===== src/dado_pkg.sv =====
// Shared types, register indexes and calendar constants for the date shifter.
package dado_pkg;

    localparam int unsigned DAY_W   = 5;
    localparam int unsigned MONTH_W = 4;
    localparam int unsigned YEAR_W  = 12;
    localparam int unsigned LEAD_W  = 10;
    localparam int unsigned CFG_IDX_W = 1;
    // Working day count: day plus or minus lead, kept as a signed value.
    localparam int unsigned DACC_W  = 12;

    localparam logic [CFG_IDX_W-1:0] REG_LEAD_DAYS      = 1'd0;
    localparam logic [CFG_IDX_W-1:0] REG_COUNT_BACKWARD = 1'd1;

    localparam logic [LEAD_W-1:0]  LEAD_DAYS_RESET      = 10'd54;
    localparam logic               COUNT_BACKWARD_RESET = 1'b0;

    localparam logic [MONTH_W-1:0] MONTH_JAN = 4'd0;
    localparam logic [MONTH_W-1:0] MONTH_FEB = 4'd1;
    localparam logic [MONTH_W-1:0] MONTH_DEC = 4'd11;
    localparam logic [YEAR_W-1:0]  YEAR_MIN  = 12'd0;
    localparam logic [YEAR_W-1:0]  YEAR_MAX  = 12'd4095;

    localparam logic [DAY_W-1:0] FEB_LONG  = 5'd29;
    localparam logic [DAY_W-1:0] FEB_SHORT = 5'd28;
    localparam logic [DAY_W-1:0] DAYS_MAX  = 5'd31;

    localparam logic [DAY_W-1:0] MONTH_DAYS [12] = '{
        5'd31, 5'd28, 5'd31, 5'd30, 5'd31, 5'd30,
        5'd31, 5'd31, 5'd30, 5'd31, 5'd30, 5'd31
    };

    // Commands from the controller to the datapath.
    typedef struct packed {
        logic load;
        logic step;
        logic emit;
    } dado_cmd_t;

    // Status from the datapath to the controller.
    typedef struct packed {
        logic walk_more;
        logic err;
    } dado_stat_t;

    // Length of month m in year y; leap year when y mod 4 is zero.
    function automatic logic [DAY_W-1:0] month_len(
        input logic [MONTH_W-1:0] m,
        input logic [YEAR_W-1:0]  y
    );
        logic [DAY_W-1:0] len;
        if (m == MONTH_FEB)
            len = (y[1:0] == 2'd0) ? FEB_LONG : FEB_SHORT;
        else if (m > MONTH_DEC)
            len = DAYS_MAX;
        else
            len = MONTH_DAYS[m];
        return len;
    endfunction

endpackage


===== src/dado_datapath.sv =====
// Datapath of the date shifter: input check, month walk and output register.
module dado_datapath (
    input  logic                               clk,
    input  logic                               rst_n,
    input  dado_pkg::dado_cmd_t                cmd,
    output dado_pkg::dado_stat_t               stat,
    input  logic [dado_pkg::LEAD_W-1:0]        lead_days,
    input  logic                               count_backward,
    input  logic [dado_pkg::DAY_W-1:0]         day_in,
    input  logic [dado_pkg::MONTH_W-1:0]       month_in,
    input  logic [dado_pkg::YEAR_W-1:0]        year_in,
    output logic [dado_pkg::DAY_W-1:0]         day_out,
    output logic [dado_pkg::MONTH_W-1:0]       month_out,
    output logic [dado_pkg::YEAR_W-1:0]        year_out,
    output logic                               date_error
);
    import dado_pkg::*;

    logic signed [DACC_W-1:0] d_reg, d_next;
    logic [MONTH_W-1:0]       m_reg, m_next;
    logic [YEAR_W-1:0]        y_reg, y_next;
    logic                     err_reg, err_next;
    logic                     back_reg;
    logic [DAY_W-1:0]         d0_reg;
    logic [MONTH_W-1:0]       m0_reg;
    logic [YEAR_W-1:0]        y0_reg;

    logic [DAY_W-1:0]         day_out_reg;
    logic [MONTH_W-1:0]       month_out_reg;
    logic [YEAR_W-1:0]        year_out_reg;
    logic                     date_error_reg;

    logic [DAY_W-1:0]         len_in;
    logic                     bad_in;
    logic [DACC_W-1:0]        day_ext, lead_ext;
    logic [DAY_W-1:0]         len_cur, len_prev;
    logic [MONTH_W-1:0]       m_prev;
    logic [YEAR_W-1:0]        y_prev;

    // Check the incoming date.
    assign len_in   = month_len(month_in, year_in);
    assign bad_in   = (month_in > MONTH_DEC) || (day_in == '0) || (day_in > len_in);
    assign day_ext  = {{(DACC_W-DAY_W){1'b0}}, day_in};
    assign lead_ext = {{(DACC_W-LEAD_W){1'b0}}, lead_days};

    // Current month and the one before it.
    assign len_cur  = month_len(m_reg, y_reg);
    assign m_prev   = (m_reg == MONTH_JAN) ? MONTH_DEC : m_reg - 1'b1;
    assign y_prev   = (m_reg == MONTH_JAN) ? y_reg - 1'b1 : y_reg;
    assign len_prev = month_len(m_prev, y_prev);

    always_comb
    begin
        if (back_reg)
            stat.walk_more = (d_reg < $signed(DACC_W'(1)));
        else
            stat.walk_more = (d_reg > $signed({{(DACC_W-DAY_W){1'b0}}, len_cur}));
        stat.err = err_reg;
    end

    always_comb
    begin
        d_next   = d_reg;
        m_next   = m_reg;
        y_next   = y_reg;
        err_next = err_reg;
        if (cmd.load)
        begin
            d_next   = count_backward ? $signed(day_ext - lead_ext)
                                      : $signed(day_ext + lead_ext);
            m_next   = month_in;
            y_next   = year_in;
            err_next = bad_in;
        end
        else if (cmd.step)
        begin
            if (!back_reg)
            begin
                // Drop one month and advance, carrying into the year.
                d_next = d_reg - $signed({{(DACC_W-DAY_W){1'b0}}, len_cur});
                if (m_reg == MONTH_DEC)
                begin
                    if (y_reg == YEAR_MAX)
                        err_next = 1'b1;
                    else
                    begin
                        m_next = MONTH_JAN;
                        y_next = y_reg + 1'b1;
                    end
                end
                else
                    m_next = m_reg + 1'b1;
            end
            else
            begin
                // Step back one month and add its length.
                if (m_reg == MONTH_JAN && y_reg == YEAR_MIN)
                    err_next = 1'b1;
                else
                begin
                    m_next = m_prev;
                    y_next = y_prev;
                    d_next = d_reg + $signed({{(DACC_W-DAY_W){1'b0}}, len_prev});
                end
            end
        end
    end

    always_ff @(posedge clk or negedge rst_n)
    begin
        if (!rst_n)
        begin
            d_reg   <= '0;
            m_reg   <= MONTH_JAN;
            y_reg   <= YEAR_MIN;
            err_reg <= 1'b1;
        end
        else
        begin
            d_reg   <= d_next;
            m_reg   <= m_next;
            y_reg   <= y_next;
            err_reg <= err_next;
        end
    end

    always_ff @(posedge clk)
    begin
        if (cmd.load)
        begin
            d0_reg   <= day_in;
            m0_reg   <= month_in;
            y0_reg   <= year_in;
            back_reg <= count_backward;
        end
        if (cmd.emit)
        begin
            day_out_reg    <= err_reg ? d0_reg : d_reg[DAY_W-1:0];
            month_out_reg  <= err_reg ? m0_reg : m_reg;
            year_out_reg   <= err_reg ? y0_reg : y_reg;
            date_error_reg <= err_reg;
        end
    end

    assign day_out    = day_out_reg;
    assign month_out  = month_out_reg;
    assign year_out   = year_out_reg;
    assign date_error = date_error_reg;

    a_month_in_range: assert property (@(posedge clk) disable iff (!rst_n)
        !err_reg |-> (m_reg <= MONTH_DEC))
        else $error("month left range without error");

    a_emit_day_range: assert property (@(posedge clk) disable iff (!rst_n)
        (cmd.emit && !err_reg) |->
            (d_reg >= $signed(DACC_W'(1)) &&
             d_reg <= $signed({{(DACC_W-DAY_W){1'b0}}, len_cur})))
        else $error("emitted day outside month");

endmodule


===== src/dado_ctrl.sv =====
// Controller of the date shifter: accept, walk and emit sequencing.
module dado_ctrl (
    input  logic                  clk,
    input  logic                  rst_n,
    input  logic                  in_valid,
    output logic                  in_ready,
    output logic                  out_valid,
    input  logic                  out_ready,
    output dado_pkg::dado_cmd_t   cmd,
    input  dado_pkg::dado_stat_t  stat
);
    import dado_pkg::*;

    typedef enum logic {
        ST_IDLE,
        ST_WALK
    } state_t;

    state_t state_reg;
    logic   out_valid_reg;
    logic   walk_end;

    assign walk_end = stat.err || !stat.walk_more;
    assign in_ready = (state_reg == ST_IDLE);
    assign out_valid = out_valid_reg;

    always_comb
    begin
        cmd.load = in_valid && (state_reg == ST_IDLE);
        cmd.step = (state_reg == ST_WALK) && !walk_end;
        cmd.emit = (state_reg == ST_WALK) && walk_end && (!out_valid_reg || out_ready);
    end

    always_ff @(posedge clk or negedge rst_n)
    begin
        if (!rst_n)
        begin
            state_reg     <= ST_IDLE;
            out_valid_reg <= 1'b0;
        end
        else
        begin
            unique case (state_reg)
                ST_IDLE:
                begin
                    if (cmd.load)
                        state_reg <= ST_WALK;
                end
                ST_WALK:
                begin
                    if (cmd.emit)
                        state_reg <= ST_IDLE;
                end
                default:
                begin
                    state_reg <= ST_IDLE;
                end
            endcase
            if (cmd.emit)
                out_valid_reg <= 1'b1;
            else if (out_ready)
                out_valid_reg <= 1'b0;
        end
    end

    a_emit_slot_free: assert property (@(posedge clk) disable iff (!rst_n)
        cmd.emit |-> (!out_valid_reg || out_ready))
        else $error("result word overwritten");

    a_load_step_excl: assert property (@(posedge clk) disable iff (!rst_n)
        !(cmd.load && (cmd.step || cmd.emit)))
        else $error("load overlaps walk");

    a_load_then_walk: assert property (@(posedge clk) disable iff (!rst_n)
        cmd.load |=> (state_reg == ST_WALK && !out_valid_reg) || out_valid_reg)
        else $error("load did not start walk");

    a_emit_sets_valid: assert property (@(posedge clk) disable iff (!rst_n)
        cmd.emit |=> out_valid_reg && state_reg == ST_IDLE)
        else $error("emit did not present result");

endmodule


===== src/date_add_day_offset.sv =====
// Top level of the date shifter: configuration registers and unit wiring.
//
// Moves a calendar date (day, month 0..11, year 0..4095) forward or back
// by lead_days days, with February of 29 days in years divisible by four.
// Input words arrive on in_valid/in_ready with day_in, month_in, year_in;
// results leave on out_valid/out_ready with day_out, month_out, year_out
// and date_error. An invalid date or a walk beyond year 4095 or before
// year 0 sets date_error and echoes the input date.
// Configuration: cfg_valid/cfg_ready with cfg_index (0 lead_days,
// 1 count_backward) and cfg_data; cfg_ready is always high. Write only
// while the block is idle.
// Sequence: the word is taken, the walk steps one month at a time, and the
// output register is then loaded, waiting while it still holds a result
// that the receiver has not taken. One word is in work at a time, and the
// next word is taken once the result is in the output register, even if
// the receiver stalls it there.
// Reset sets lead_days to 54, count_backward to 0 and empties the output.
module date_add_day_offset (
    input  logic                               clk,
    input  logic                               rst_n,
    input  logic                               cfg_valid,
    output logic                               cfg_ready,
    input  logic [dado_pkg::CFG_IDX_W-1:0]     cfg_index,
    input  logic [dado_pkg::LEAD_W-1:0]        cfg_data,
    input  logic                               in_valid,
    output logic                               in_ready,
    input  logic [dado_pkg::DAY_W-1:0]         day_in,
    input  logic [dado_pkg::MONTH_W-1:0]       month_in,
    input  logic [dado_pkg::YEAR_W-1:0]        year_in,
    output logic                               out_valid,
    input  logic                               out_ready,
    output logic [dado_pkg::DAY_W-1:0]         day_out,
    output logic [dado_pkg::MONTH_W-1:0]       month_out,
    output logic [dado_pkg::YEAR_W-1:0]        year_out,
    output logic                               date_error
);
    import dado_pkg::*;

    logic [LEAD_W-1:0] lead_days_reg;
    logic              count_backward_reg;
    dado_cmd_t         cmd;
    dado_stat_t        stat;

    // Configuration writes are always taken.
    assign cfg_ready = 1'b1;

    always_ff @(posedge clk or negedge rst_n)
    begin
        if (!rst_n)
        begin
            lead_days_reg      <= LEAD_DAYS_RESET;
            count_backward_reg <= COUNT_BACKWARD_RESET;
        end
        else if (cfg_valid && cfg_ready)
        begin
            unique case (cfg_index)
                REG_LEAD_DAYS:      lead_days_reg      <= cfg_data;
                REG_COUNT_BACKWARD: count_backward_reg <= cfg_data[0];
                default:
                begin
                    lead_days_reg <= lead_days_reg;
                end
            endcase
        end
    end

    // Sequencing: accept a word, walk months, hand the result over.
    dado_ctrl u_ctrl (
        .clk       (clk),
        .rst_n     (rst_n),
        .in_valid  (in_valid),
        .in_ready  (in_ready),
        .out_valid (out_valid),
        .out_ready (out_ready),
        .cmd       (cmd),
        .stat      (stat)
    );

    // Working registers, month table lookups and the output register.
    dado_datapath u_datapath (
        .clk            (clk),
        .rst_n          (rst_n),
        .cmd            (cmd),
        .stat           (stat),
        .lead_days      (lead_days_reg),
        .count_backward (count_backward_reg),
        .day_in         (day_in),
        .month_in       (month_in),
        .year_in        (year_in),
        .day_out        (day_out),
        .month_out      (month_out),
        .year_out       (year_out),
        .date_error     (date_error)
    );

endmodule

===== config.mk =====
export PLATFORM = sky130hd
export DESIGN_NAME = date_add_day_offset
export DESIGN_NICKNAME = d
export VERILOG_FILES = /design/src/dado_pkg.sv /design/src/dado_datapath.sv /design/src/dado_ctrl.sv /design/src/date_add_day_offset.sv
export SDC_FILE = /design/constraint.sdc
export NUM_CORES = 1
export LEC_CHECK = 0
export BUFFER_PORTS_ARGS = -buffer_cell sky130_fd_sc_hd__buf_2
export CORE_ASPECT_RATIO = 1.2
export CORE_UTILIZATION = 54
export CTS_CLUSTER_SIZE = 14
export DETAILED_ROUTE_END_ITERATION = 6
export GPL_TIMING_DRIVEN = 0
export PLACE_DENSITY = 0.77
export SETUP_SLACK_MARGIN = 0.4
export SKIP_CTS_REPAIR_TIMING = 1
export SYNTH_ARGS = -nofsm -noshare
export SYNTH_HDL_FRONTEND = slang
export SYNTH_HIERARCHICAL = 1
export SYNTH_SLANG_ARGS = --single-unit

===== constraint.sdc =====
create_clock -name clk -period 3.81 [get_ports clk]
set_clock_uncertainty 0.15 [all_clocks]
set_input_delay 0.1905 -clock clk [delete_from_list [all_inputs] [get_ports clk]]
set_output_delay 0.1905 -clock clk [all_outputs]
set_load 0.01 [all_outputs]

==> flow_results.xml <==
<?xml version="1.0" encoding="UTF-8"?>
<metrics>
  <group name="cts">
    <metric name="cts.root.buffer_cell" unit="">clkbuf_16</metric>
    <metric name="cts_sinks" unit="">86</metric>
    <metric name="ctsHtreeMaxLevel" unit="">3</metric>
    <metric name="cts-root-to-sink-buffers" unit="">2</metric>
    <metric name="clock_transition_at_the_registers_of_the_reported_paths" unit="ns">0.07</metric>
    <metric name="cts_buffers" unit="">9</metric>
    <metric name="clkLatencyLatePin" unit="ns">0.34</metric>
    <metric name="cts_tree" unit="">yes</metric>
  </group>
  <group name="sta">
    <metric name="timing.final.setup_violations" unit="">0</metric>
    <metric name="timing.max_slew.rel_slack" unit="%">28.11</metric>
    <metric name="hold_viol" unit="">0</metric>
    <metric name="finalCriticalPeriod" unit="ns">3.689</metric>
    <metric name="maxClockFrequency" unit="GHz">0.2711</metric>
    <metric name="tightestPinTransition" unit="ns">1.069</metric>
    <metric name="final-max-slew-violation-count" unit="">0</metric>
    <metric name="tns" unit="ns">0</metric>
    <metric name="holdWs" unit="ns">0.03251</metric>
    <metric name="min_period_over_period" unit="%">96.81</metric>
    <metric name="grt_setup_unrepaired" unit="">true</metric>
  </group>
  <group name="critical_path">
    <metric name="crit_type" unit="">reg2reg</metric>
    <metric name="r2r_setup_slack" unit="ns">0.12</metric>
    <metric name="cp.buffers_inverters" unit="">4</metric>
    <metric name="max_stage_delay_on_crit_path" unit="ns">0.40</metric>
    <metric name="timing.critical_path.from_type" unit="">flip-flop</metric>
    <metric name="path_cells" unit="">clkbuf_8 &gt; clkinvlp_4 &gt; mux2_4 &gt; o21ai_2 &gt; a22oi_2 &gt; ha_2 &gt; inv_2 &gt; fa_2 &gt; and4_4 &gt; a21oi_2 &gt; o31ai_4 &gt; nand2b_4 &gt; nor2_4 &gt; o41ai_4 &gt; a21oi_4 &gt; o21ai_4 &gt; buf_8 &gt; o21ai_4 &gt; o21ai_2</metric>
    <metric name="critPathArrivalTime" unit="ns">3.76</metric>
    <metric name="crit_fanout" unit="">10</metric>
    <metric name="critPathRequiredTime" unit="ns">3.89</metric>
    <metric name="regToRegStartpoint" unit="">u_datapath/m_reg[0]$_DFFE_PN0P_</metric>
    <metric name="worstRegToRegCells" unit="">19</metric>
    <metric name="regToRegEndpoint" unit="">u_datapath/y_reg[11]$_DFFE_PN0P_</metric>
    <metric name="worst_path_max_delay_cell" unit="">dfrtp_2</metric>
    <metric name="crit_path_end_kind" unit="">flip-flop</metric>
    <metric name="critical-path-top-delay-family" unit="">compound AO/OA/AOI/OAI gates</metric>
  </group>
  <group name="min_path">
    <metric name="min_to" unit="">count_backward_reg$_DFFE_PN0P_</metric>
    <metric name="holdPathStages" unit="">3</metric>
    <metric name="min_path_type" unit="">in2reg</metric>
    <metric name="timing.hold.worst.start" unit="">cfg_valid</metric>
  </group>
  <group name="layout">
    <metric name="most_frequent_cells_in_the_layout" unit="">63 x buf_2, 49 x nand2_1, 44 x edfxtp_1, 38 x nor2_1, 34 x dfrtp_1</metric>
    <metric name="seqCellArea" unit="um^2">2382</metric>
    <metric name="fillers" unit="">749</metric>
    <metric name="most_common_library_cell_in_the_layout_ignoring_fill_and_taps" unit="">buf_2</metric>
    <metric name="finish.utilization" unit="%">70.82</metric>
    <metric name="finalNetCount" unit="">766</metric>
    <metric name="area_delta_synth_final" unit="%">26.29</metric>
    <metric name="layout_cell_share_with_drive_strength_beyond_1" unit="%">27.94</metric>
    <metric name="design_area" unit="um^2">7159</metric>
    <metric name="multi_input_area" unit="um^2">3163</metric>
    <metric name="number_of_inserted_diodes" unit="">0</metric>
  </group>
  <group name="logic_synthesis">
    <metric name="synth_cell_types" unit="">77</metric>
    <metric name="yosys.area_share.adder" unit="%">6.930</metric>
    <metric name="synthCells" unit="">576</metric>
    <metric name="synth-edff-count" unit="">44</metric>
    <metric name="yosys-top-cells-area" unit="">edfxtp_1 23%, dfrtp_1 16%, ha_1 5.5%</metric>
    <metric name="dominantRegCellSynth" unit="">edfxtp_1</metric>
    <metric name="synth-xor-area-share" unit="%">4.326</metric>
    <metric name="synth-simple-area-share" unit="%">15.85</metric>
    <metric name="fraction_of_the_mapped_netlist_area_in_compound_gates" unit="%">17.48</metric>
    <metric name="seq_area_frac_synth" unit="%">41.96</metric>
    <metric name="syn_area_per_cell" unit="um^2">9.842</metric>
    <metric name="largest_family_of_logic_cells_by_synthesized_area" unit="">compound AO/OA/AOI/OAI gates</metric>
    <metric name="yosys_warnings" unit="">6</metric>
    <metric name="synth.net_count" unit="">642</metric>
    <metric name="postSynth.asyncResetShare" unit="%">48.84</metric>
    <metric name="postSynthRegisterBits" unit="">86</metric>
    <metric name="synthesis.area" unit="um^2">5669</metric>
    <metric name="synth_top_cell_by_area" unit="">edfxtp_1</metric>
    <metric name="synth_mux_area_share" unit="%">7.857</metric>
    <metric name="netlist.area_leader.share" unit="%">23.31</metric>
  </group>
  <group name="routing">
    <metric name="vias" unit="">5150</metric>
    <metric name="totalWireLength" unit="um">16440</metric>
    <metric name="drc" unit="">0</metric>
    <metric name="initialDrtViolationCount" unit="">396</metric>
    <metric name="final_antenna_net_count" unit="">0</metric>
    <metric name="wl_per_cell" unit="um">19.78</metric>
    <metric name="drtPass1Iterations" unit="">5</metric>
    <metric name="drt-vias-per-instance" unit="">6.197</metric>
  </group>
  <group name="place">
    <metric name="portBuffers" unit="">60</metric>
    <metric name="place.gp.congestion" unit="">0.9080</metric>
    <metric name="detailedPlacementHpwl" unit="um">11000</metric>
    <metric name="placed_area" unit="um^2">6201</metric>
  </group>
  <group name="die">
    <metric name="start_util" unit="%">56.08</metric>
    <metric name="rows" unit="">40</metric>
    <metric name="dieHeight" unit="um">114.2</metric>
    <metric name="core-area" unit="um^2">10110</metric>
    <metric name="floorplan.die.width" unit="um">95.54</metric>
    <metric name="die_area" unit="um^2">10910</metric>
    <metric name="i_o_pins" unit="">62</metric>
  </group>
  <group name="grt">
    <metric name="grt-ovfl-total" unit="">0</metric>
    <metric name="wire_length_of_the_first_global_routing_pass" unit="um">23870</metric>
    <metric name="gr-usage-all-layers" unit="%">29.25</metric>
    <metric name="grt_start_max_net_pins" unit="">43</metric>
    <metric name="grt_pass1_vias" unit="">4706</metric>
    <metric name="antenna_found_initial" unit="">0</metric>
  </group>
  <group name="power_and_ir_drop">
    <metric name="pwr_density_cell" unit="nW/um^2">779.7</metric>
    <metric name="leakagePower" unit="nW">2.862</metric>
    <metric name="power.ir.vdd_worst" unit="V">0.0003620</metric>
    <metric name="totalPowerFinal" unit="mW">5.582</metric>
  </group>
  <group name="job">
    <metric name="maxCapViolCount" unit="">0</metric>
  </group>
  <group name="outcome">
    <metric name="outcome" unit="">complete, no violations</metric>
  </group>
</metrics>
[metal layers]
metal | GRT usage (%) | part of all wire [%]
met5 | 0 | 0
met2 | 52.33 | 52
met1 | 31.66 | 37
met4 | 16.72 | 4.9
met3 | 5.644 | 5.8
[report_power, final]
part / internal, mW / switching [mW] / total [mW]
registers: 1.40 / 0.265 / 1.67
logic: 1.26 / 1.74 / 3.00
clock network: 0.517 / 0.396 / 0.913
total: 3.18 / 2.40 / 5.58
[Yosys cell counts, drive strengths merged, types with 7 or more instances]
library cell / number
a21oi: 42
buf: 10
clkbuf: 27
dfrtp: 37
edfxtp: 44
ha: 25
inv: 32
mux2: 22
mux2i: 16
nand2: 51
nand3: 19
nor2: 40
nor2b: 10
nor3: 9
o21ai: 42
o22ai: 7
xnor2: 19
xor2: 9
[area by class of cell]
type	instances	share of cell area, %
buffer	37	3.111
timing repair buffer	113	11.17
clock inverter	7	1.101
clock buffer	9	3.146
inverter	33	1.818
multi-input combinational	420	44.18
tap	126	2.202
sequential	86	33.27
[stage by stage]
| stage | setup slack (ns) | std cells |
|---|---|---|
| floorplan | 0.3782 | 576 |
| global placement | -0.3754 | 762 |
| detailed placement | -0.4403 | 762 |
| CTS | -0.4627 | 778 |
| global route | 0.04440 | 831 |
| finish | 0.1215 | 831 |
[cell families (layout without fill, tap and decap cells)]
family                     after synthesis  in the layout
AOI/OAI and AO/OA                      149            149
xor gates and xnor gates                28             28
adders and majority gates               29             29
buffers and inverters                   70            199
DFF                                     86             86
muxes                                   38             38
other                                    1              1
and+or+nand+nor                        175            175
[tightest hold or removal path, delay by kind of cell]
kind	cells	cell delay (ns)
simple gates	1	0.06
buf+inv	1	0.11
mux	1	0.14
[worst max path at each step]
stage,start,slack [ns],depth (start not counted),endpoint
after detailed placement,u_datapath/m_reg[3]$_DFFE_PN0P_,-0.44,16,u_datapath/m_reg[1]$_DFFE_PN0P_
final,u_datapath/m_reg[0]$_DFFE_PN0P_,0.12,19,u_datapath/y_reg[11]$_DFFE_PN0P_
after CTS,u_datapath/m_reg[3]$_DFFE_PN0P_,-0.46,16,u_datapath/m_reg[1]$_DFFE_PN0P_
after global routing,u_datapath/m_reg[0]$_DFFE_PN0P_,0.04,19,u_datapath/y_reg[11]$_DFFE_PN0P_
after floorplan,u_datapath/m_reg[1]$_DFFE_PN0P_,0.38,19,u_datapath/y_reg[11]$_DFFE_PN0P_
after global placement,u_datapath/y_reg[1]$_DFFE_PN0P_,-0.38,18,u_datapath/m_reg[1]$_DFFE_PN0P_
No activity file was read; power rests on OpenSTA's default activity.
